==> src/rtl/prq_pkg.sv <==
// ---------------------------------------------------------------------------
// prq_pkg : shared types and constants of the priority ready queue
// Entry layout, request and response beats, status and request codes.
// ---------------------------------------------------------------------------
package prq_pkg;

    localparam int DEPTH     = 16;
    localparam int ID_BITS   = 8;
    localparam int PRIO_BITS = 8;
    localparam int OCC_BITS  = $clog2(DEPTH + 1);

    typedef enum logic {
        REQ_ENQ = 1'b0,
        REQ_DEQ = 1'b1
    } t_req_type;

    typedef enum logic [1:0] {
        ST_OK    = 2'd0,
        ST_EMPTY = 2'd1,
        ST_FULL  = 2'd2
    } t_status;

    // request beat
    typedef struct packed {
        t_req_type              req_type;
        logic [ID_BITS-1:0]     proc_id;
        logic [PRIO_BITS-1:0]   priority_req;
    } t_req;

    // response beat
    typedef struct packed {
        t_status                status;
        logic [ID_BITS-1:0]     out_id;
        logic [PRIO_BITS-1:0]   out_priority;
        logic [OCC_BITS-1:0]    occupancy;
    } t_rsp;

    // one stored entry
    typedef struct packed {
        logic                   valid;
        logic [ID_BITS-1:0]     id;
        logic [PRIO_BITS-1:0]   prio;
    } t_entry;

    // what a cell shows its neighbours
    typedef struct packed {
        t_entry                 ent;
        logic                   ins;   // new entry belongs at or before this cell
    } t_link;

    // broadcast command to every cell
    typedef struct packed {
        logic                   enq;
        logic                   deq;
        logic [ID_BITS-1:0]     id;
        logic [PRIO_BITS-1:0]   prio;
    } t_cmd;

endpackage

==> src/rtl/prq_cell.sv <==
// ---------------------------------------------------------------------------
// prq_cell : one slot of the sorted shift chain
// Holds one entry; on enqueue takes the new entry or its upper neighbour,
// on dequeue takes its lower neighbour.
// ---------------------------------------------------------------------------
module prq_cell (
    input  logic            i_clk,
    input  logic            i_rst_n,
    input  prq_pkg::t_cmd   i_cmd,
    input  prq_pkg::t_link  i_prev,
    input  prq_pkg::t_entry i_next,
    output prq_pkg::t_link  o_link
);
    import prq_pkg::*;

    t_entry r_ent;
    t_entry n_ent;
    logic   w_ins;

    // strictly greater: equal priorities stay behind, first in first out
    assign w_ins  = !r_ent.valid || (i_cmd.prio > r_ent.prio);
    assign o_link = '{ent: r_ent, ins: w_ins};

    always_comb begin
        n_ent = r_ent;
        priority if (i_cmd.enq && w_ins) begin
            if (i_prev.ins) begin
                n_ent = i_prev.ent;
            end else begin
                n_ent = '{valid: 1'b1, id: i_cmd.id, prio: i_cmd.prio};
            end
        end else if (i_cmd.deq) begin
            n_ent = i_next;
        end
    end

    // only the valid bit is reset; payload follows unconditionally
    always_ff @(posedge i_clk) begin
        if (!i_rst_n) begin
            r_ent.valid <= 1'b0;
        end else begin
            r_ent.valid <= n_ent.valid;
        end
        r_ent.id   <= n_ent.id;
        r_ent.prio <= n_ent.prio;
    end

endmodule

==> src/rtl/priority_ready_queue.sv <==
// ---------------------------------------------------------------------------
// priority_ready_queue : bounded sorted ready queue of processes
// Chain of shift cells kept in priority order, head in cell 0.
// ---------------------------------------------------------------------------
// Usage:
//   Request channel: drive i_req and raise i_start; the beat is taken at the
//   rising edge where i_start is high and o_busy is low. o_busy never rises,
//   so one request may be taken every cycle.
//   Response channel: o_done pulses for one cycle with o_rsp, in the cycle
//   after the request edge. There is no back-pressure; the receiver
//   must capture the beat in that cycle.
//   Throughput 1 item per cycle. Every cell compares the
//   incoming priority against its own entry in parallel and shifts in the
//   same edge, so the chain of DEPTH cells sets no iteration count.
//   Enqueue: the entry lands ahead of all strictly lower priorities; a full
//   queue drops it and reports ST_FULL. Dequeue: the head leaves and the
//   chain moves up one cell; an empty queue reports ST_EMPTY.
//   Reset (synchronous, active low) empties the queue at once: only the
//   valid bits and counters are cleared, stored payload is left as is.
// ---------------------------------------------------------------------------
module priority_ready_queue (
    input  logic          i_clk,
    input  logic          i_rst_n,
    input  logic          i_start,
    input  prq_pkg::t_req i_req,
    output logic          o_busy,
    output logic          o_done,
    output prq_pkg::t_rsp o_rsp
);
    import prq_pkg::*;

    t_link               w_link [DEPTH];
    t_cmd                w_cmd;
    logic                w_accept;
    logic                w_is_deq;
    logic                w_empty;
    logic                w_full;
    logic [DEPTH-1:0]    w_valid;

    logic [OCC_BITS-1:0] r_count;
    logic [OCC_BITS-1:0] n_count;
    logic                r_done;
    t_rsp                r_rsp;
    t_rsp                n_rsp;

    // every cell updates at the same edge, so never busy
    assign o_busy   = 1'b0;
    assign w_accept = i_start && !o_busy;
    assign w_is_deq = (i_req.req_type == REQ_DEQ);

    // valid cells form a block from the head, so the ends tell empty/full
    assign w_empty  = !w_link[0].ent.valid;
    assign w_full   = w_link[DEPTH-1].ent.valid;

    assign w_cmd.enq  = w_accept && !w_is_deq && !w_full;
    assign w_cmd.deq  = w_accept && w_is_deq && !w_empty;
    assign w_cmd.id   = i_req.proc_id;
    assign w_cmd.prio = i_req.priority_req;

    // cell chain
    for (genvar gi = 0; gi < DEPTH; gi++) begin : g_cell
        t_link  w_prev;
        t_entry w_next;

        if (gi == 0) begin : g_head
            assign w_prev = '0;            // nothing above the head
        end else begin : g_mid
            assign w_prev = w_link[gi-1];
        end

        if (gi == DEPTH - 1) begin : g_tail
            assign w_next = '0;            // empty slot shifts in at the tail
        end else begin : g_body
            assign w_next = w_link[gi+1].ent;
        end

        prq_cell u_cell (
            .i_clk   (i_clk),
            .i_rst_n (i_rst_n),
            .i_cmd   (w_cmd),
            .i_prev  (w_prev),
            .i_next  (w_next),
            .o_link  (w_link[gi])
        );

        assign w_valid[gi] = w_link[gi].ent.valid;
    end

    // occupancy tracks the valid block length
    always_comb begin
        n_count = r_count;
        if (w_cmd.enq) begin
            n_count = r_count + OCC_BITS'(1);
        end else if (w_cmd.deq) begin
            n_count = r_count - OCC_BITS'(1);
        end
    end

    // response beat
    always_comb begin
        n_rsp           = '0;
        n_rsp.status    = ST_OK;
        n_rsp.occupancy = n_count;
        if (w_is_deq) begin
            if (w_empty) begin
                n_rsp.status = ST_EMPTY;
            end else begin
                n_rsp.out_id       = w_link[0].ent.id;
                n_rsp.out_priority = w_link[0].ent.prio;
            end
        end else if (w_full) begin
            n_rsp.status = ST_FULL;
        end
    end

    always_ff @(posedge i_clk) begin
        if (!i_rst_n) begin
            r_count <= '0;
            r_done  <= 1'b0;
        end else begin
            r_count <= n_count;
            r_done  <= w_accept;
        end
    end

    always_ff @(posedge i_clk) begin
        if (w_accept) begin
            r_rsp <= n_rsp;
        end
    end

    assign o_done = r_done;
    assign o_rsp  = r_rsp;

`ifndef ASSERT_OFF
    // counter agrees with the cell chain
    a_count_match : assert property (@(posedge i_clk) disable iff (!i_rst_n)
        32'(r_count) == $countones(w_valid))
        else $error("occupancy counter out of step with valid cells");

    // valid cells are contiguous from the head
    a_valid_block : assert property (@(posedge i_clk) disable iff (!i_rst_n)
        (w_valid & (w_valid + DEPTH'(1))) == '0)
        else $error("hole in the valid block");

    // every accepted beat gives one response in the next cycle
    a_done_follow : assert property (@(posedge i_clk) disable iff (!i_rst_n)
        w_accept |=> o_done)
        else $error("response beat missing");

    // empty report only with nothing held
    a_empty_occ : assert property (@(posedge i_clk) disable iff (!i_rst_n)
        (o_done && o_rsp.status == ST_EMPTY) |-> (o_rsp.occupancy == '0))
        else $error("empty status with entries held");

    // chain stays sorted, highest priority first
    for (genvar gk = 0; gk < DEPTH - 1; gk++) begin : g_sorted
        a_sorted : assert property (@(posedge i_clk) disable iff (!i_rst_n)
            w_link[gk+1].ent.valid |-> (w_link[gk].ent.prio >= w_link[gk+1].ent.prio))
            else $error("chain out of priority order");
    end
`endif

endmodule

==> config.mk <==
export PLATFORM = sky130hd
export DESIGN_NAME = priority_ready_queue
export DESIGN_NICKNAME = d
export VERILOG_FILES = /design/src/rtl/prq_pkg.sv /design/src/rtl/prq_cell.sv /design/src/rtl/priority_ready_queue.sv
export SDC_FILE = /design/constraint.sdc
export NUM_CORES = 1
export LEC_CHECK = 0
export ABC_AREA = 1
export BUFFER_PORTS_ARGS = -buffer_cell sky130_fd_sc_hd__buf_2
export CORE_ASPECT_RATIO = 0.8
export CORE_MARGIN = 1.5
export CORE_UTILIZATION = 45
export DETAILED_ROUTE_END_ITERATION = 7
export PLACE_DENSITY = 0.69
export SETUP_SLACK_MARGIN = 0.05
export SLEW_MARGIN = 0
export SYNTH_ARGS = -nofsm -noshare
export SYNTH_HDL_FRONTEND = slang
export SYNTH_SLANG_ARGS = --single-unit
==> constraint.sdc <==
create_clock -name i_clk -period 6.7 [get_ports i_clk]
set_input_delay 1.34 -clock i_clk [delete_from_list [all_inputs] [get_ports i_clk]]
set_output_delay 1.34 -clock i_clk [all_outputs]
set_load 0.02 [all_outputs]
# After elaboration in Yosys (flattened, before gate mapping)

Cells that the tools add are included.

Register bits after elaboration: 301
Output and inout port bits: 25
Logic and storage cells: 194

$add $sub $neg: 2
$lt $le $gt $ge: 16
Mux-type cells: 52
Reductions and logical operators: 70

Operators with widths:

| operator                                          | count |
|---|---|
| two-way mux 17 bit                                | 47 |
| > comparator 8 bit                                | 16 |
| nonzero test 2 bit                                | 16 |
| logical AND 1 bit                                 | 20 |
| logical NOT 1 bit                                 | 17 |
| logical OR 1 bit                                  | 16 |
| two-way mux 5 bit                                 | 2 |
| adder 5 x 1 -> 5 bit (second input constant)      | 1 |
| subtractor 5 x 1 -> 5 bit (second input constant) | 1 |
| two-way mux 2 bit                                 | 2 |
| AND reduction 2 bit                               | 1 |
| two-way mux 1 bit                                 | 1 |

# Depth between registers and ports, before layout

Depth after elaboration: 5
Gate-level depth with buffers: 17

# By module

Synthesis repeated with hierarchy kept, for this count alone.

Cells, all modules: 2,824
Area, all modules: 20,393.3 sq um

Modules (own cells, without submodules):

| module               | instances | cells each | area an instance (sq um) | seq. area each (sq um) |
|---|---|---|---|---|
| prq_cell             | 16        | 169        | 1,198.6                  | 500.5 |
| priority_ready_queue | 1         | 120        | 1,214.9                  | 810.8 |

# Worst setup path before layout

Ideal clock, no wire load.

Kind: input port to flip-flop
Start point: input i_req[0] in the netlist's numbering
End point: register g_cell[1].u_cell.r_ent (netlist bit g_cell[1].u_cell.o_link[10]), enable pin
Setup time: 0.372 ns
Data arrival time: 3.645 ns
Setup slack: 2.684 ns
Stages: 16
Path buffers: 3
Path through: clkbuf_1 > clkinv_1 > ha_1 > inv_1 > nand2_1 > nand2_1 > nand2_1 > nand2_1 > nand2_1 > nand2_1 > nand2_1 > nand2_2 > nand2_1 > buf_4 > buf_2 > nand2_1

Cells in the longest elaborated chain, start to end: 4

Ends and longest elaborated chain:

| item                         | RTL line                   | RTL |
|---|---|---|
| start, declared              | priority_ready_queue.sv:25 | `input prq_pkg::t_req i_req,` |
| > comparator 8 bit           | prq_cell.sv:21             | `assign w_ins = !r_ent.valid \|\| (i_cmd.prio > r_ent.prio);` |
| logical OR 1 bit             | prq_cell.sv:21             |  |
| logical AND 1 bit            | prq_cell.sv:26             | `priority if (i_cmd.enq && w_ins) begin` |
| nonzero test 2 bit (no line) | n/a                        |  |
| end, declared                | prq_cell.sv:16             | `t_entry r_ent;` |

Every way passes these cells.
A chain may end at the register's enable or synchronous reset.

# Worst setup path in the final report

Start point: input i_req[0] in the netlist's numbering
End point: register g_cell[12].u_cell.r_ent (netlist bit g_cell[12].u_cell.o_link[16]), enable pin

Cells in the longest elaborated chain, start to end: 4

Ends and longest elaborated chain:

| item                         | RTL line |
|---|---|
| > comparator 8 bit           | prq_cell.sv:21 |
| logical OR 1 bit             | prq_cell.sv:21 |
| logical AND 1 bit            | prq_cell.sv:26 |
| nonzero test 2 bit (no line) | n/a |
| end, declared                | prq_cell.sv:16 |

Every way passes these cells.

==> flow_summary.yaml <==
detailed_routing:
  vias_per_cell: 5.79
  first_iter_violations: 1736
  drt-pass1-iter-count: 8
  wl_per_cell_um: 19.6
  vias: 15837
  drt.antenna.violating_nets: 0
  drc: 0
  drt-total-wl_um: 53600
timing:
  slew_headroom: 0.251
  fin_skew_ns: 0.0177
  setup_tns_ns: 0
  finalCriticalPeriod_ns: 4.52
  hold_viol: 0
  timing.fmax_mhz: 221
  layout_setup_ws_ns: 2.18
  report.final.slew_viol_count: 0
  fin_crit_sh: 0.675
  worst_pin_slew_ns: 1.12
  rsz0062_at_grt: "false"
  hold_ws_ns: 0.524
  setup_violations: 0
cells_and_area:
  num-fill-cells: 3780
  multi_input_area_um2: 8130
  regArea_um2: 8820
  final_cell_area_um2: 19700
  layout.nets: 2313
  drive_gt1_frac: 0.0679
  syn_to_final_growth_pct: 7.64
die:
  die_w_um: 229
  rows: 65
  io-pin-count: 45
  dieArea_um2: 41900
  die_height_um: 183
  start_util: 0.460
  coreArea_um2: 39800
synthesis:
  synth_cell_type_count: 30
  yosys.area.top_type_share: 0.458
  ys_seq_area_frac: 0.482
  synth_nets: 2343
  synthesis.area_um2: 18300
  yosysMostFrequentCell: "nand2_1"
  ys_ff_latch: 301
  synthTopCellsByArea: "edfxtp_1 46%, nand2_1 12%, a21oi_1 11%"
  synth_common_cells: "565 x nand2_1, 409 x a21oi_1, 279 x edfxtp_1, 189 x inv_1, 145 x nor2_1"
  synth_edf_count: 279
  synthCells: 2201
  synth_top_cell_by_area: "edfxtp_1"
  ys.flop_type: "edfxtp_1"
  avgSynthCellArea_um2: 8.32
  yosysWarnings: 0
  async_reset_ff_frac: 0
critical_path:
  cp.required_ns: 6.91
  critPathBufInv: 4
  arrival_ns: 4.73
  path_max_fanout: 43
  critPathKind: "input port to flop"
  crit_family: "simple AND/OR/NAND/NOR gates"
  slowest_delay_ns: 0.66
  crit_top_cell: "nand2_1"
  worstSetupStartpoint: "i_req[0]"
  worstPathCellList: "buf_2 -> clkinv_1 -> buf_4 -> ha_1 -> inv_1 -> nand2_1 -> nand2_1 -> nand2_1 -> nand2_1 -> nand2_1 -> nand2_1 -> nand2_2 -> nand2_2 -> nand2_2 -> nand2_1"
  worstSetupEndpointType: "flop"
  r2r_cells: 10
  r2r-start: "g_cell[12].u_cell.o_link[8]"
  r2r-end: "g_cell[12].u_cell.o_link[16]"
  r2r_slack_ns: 3.39
  crit_path_top_delay_cell: "nand2_1"
  cp-start-kind: "input port"
hold_path:
  holdPathStages: 2
  min_path_type: "flop to flop"
  hold_path.startpoint: "g_cell[15].u_cell.o_link[2]"
  hold_end: "g_cell[14].u_cell.o_link[2]"
grt:
  grt_first_pass_wirelength_um: 83600
  gr-usage-met2: 0.401
  grt_pass1_vias: 15201
  grt_max_degree: 106
  top_usage_layer: "met2"
  globalRouteMet3Util: 0.0541
  grt_overflow: 0
  grt_use_total: 0.254
  met1_usage: 0.351
  antenna_found_initial: 1
pwr:
  p_switching_mw: 1.39
  vdd_drop_max_v: 0.000197
  sw_frac_of_total: 0.290
  leakage_nw: 8.73
  power_frac_clock: 0.355
  power.internal_mw: 3.42
  power_density_nw_per_um2: 244
  power_frac_comb: 0.158
  pwr-share-seq: 0.487
  report.power.total_mw: 4.81
clocking:
  post_cts_resized: 0
  postCtsSetupRepairBufs: 0
  cts_tree: "built"
  numCtsBuffers: 31
  cts_hold_buf: 0
  clock_path_buffers: 3
  clk_latency_ns: 0.59
  clock_tree.htree_level_count: 1
  clockRootBuffer: "clkbuf_16"
  cts_sinks: 301
  path_clk_slew_ns: 0.06
placement:
  dp_hpwl_um: 36200
  io_buffers: 43
  place.gp.congestion: 0.930
  place_area_um2: 18700
  pre_cts_ws_ns: 1.65
run_status:
  outcome: "completed"
run:
  drv_cap: 0
[cells in the final DEF (no fill, tap or decap)]
cell and count:
nand3_1 133, buf_2 43, clkinvlp_4 2, nor3_4 1, buf_12 1, bufinv_16 2
o21a_1 11, a21oi_1 409, nand2_4 4, clkbuf_1 5, inv_2 8, nand4_1 16
o41ai_2 1, o21ai_0 112, buf_4 17, nand2_1 565, nand3b_1 10, clkbuf_8 3
a21o_1 4, o32ai_2 1, nor2_1 145, inv_1 189, nor2_8 1, conb_1 1
nand2_2 27, and2_1 1, clkbuf_16 31, diode_2 1, inv_6 1, xor2_1 4
ha_1 122, clkinv_1 9, clkinv_2 6, edfxtp_1 279, o21ai_1 10, dfxtp_1 22
[tightest hold or removal path: stages, from the launching register on]
cell and delay [ns]:
edfxtp_1 0.32, nand2_1 0.05, nand2_1 0.05
[through the flow]
step | instances | utilization
final | 2733 | 0.496
after global routing | 2732 | 0.495
after CTS | 2732 | 0.495
after detailed placement | 2674 | 0.471
after global placement | 2674 | 0.471
after floorplan | 2201 | -
[state kept, by name, indices dropped and copies added (netlist names)]
signal and count:
r_count 5, g_cell.u_cell.o_link 272, o_rsp 23, o_done 1
[worst max path at each step]
| stage | endpoint | slack (ns) | cells after the start |
|---|---|---|---|
| detailed placement | g_cell[10].u_cell.o_link[12] | 1.65 | 15 |
| global route | g_cell[12].u_cell.o_link[6] | 1.93 | 15 |
| finish | g_cell[12].u_cell.o_link[16] | 2.18 | 15 |
| global placement | g_cell[9].u_cell.o_link[14] | 1.85 | 15 |
| CTS | g_cell[10].u_cell.o_link[12] | 2.24 | 15 |
| floorplan | g_cell[1].u_cell.o_link[10] | 2.68 | 16 |
[metal layers]
layer  part of all wire  vias to the layer above
met3              0.098                      115
met5                  0                        -
met2               0.44                      773
li1                   -                     7417
met1               0.43                     7532
met4              0.029                        0
[cells by family (layout without fill, tap and decap cells)]
group / after synthesis / in the layout / share of synthesized area
simple gates: 903 / 903 / 0.205
fa+ha+maj: 122 / 122 / 0.0834
other cells: 1 / 2 / 0.000205
buf+inv: 322 / 317 / 0.0746
flops: 301 / 301 / 0.482
compound gates: 548 / 548 / 0.153
xor+xnor: 4 / 4 / 0.00191
[final cells by class]
cell class | instances | area share
Antenna cell | 1 | 0.000127
Clock buffer | 39 | 0.0424
Clock inverter | 19 | 0.00730
Inverter | 198 | 0.0377
Multi-Input combinational cell | 1578 | 0.413
Sequential cell | 301 | 0.447
Tap cell | 536 | 0.0340
Timing Repair Buffer | 61 | 0.0184
[power by group through the flow]
stage	clock, mW	sequential, mW	combinational, mW
after floorplan	0	2.33	0.544
after global placement	0	2.38	0.717
after detailed placement	0	2.38	0.746
after CTS	1.72	2.34	0.752
after global routing	1.79	2.35	0.861
final	1.71	2.34	0.761
No activity file was read; power rests on OpenSTA's default activity.
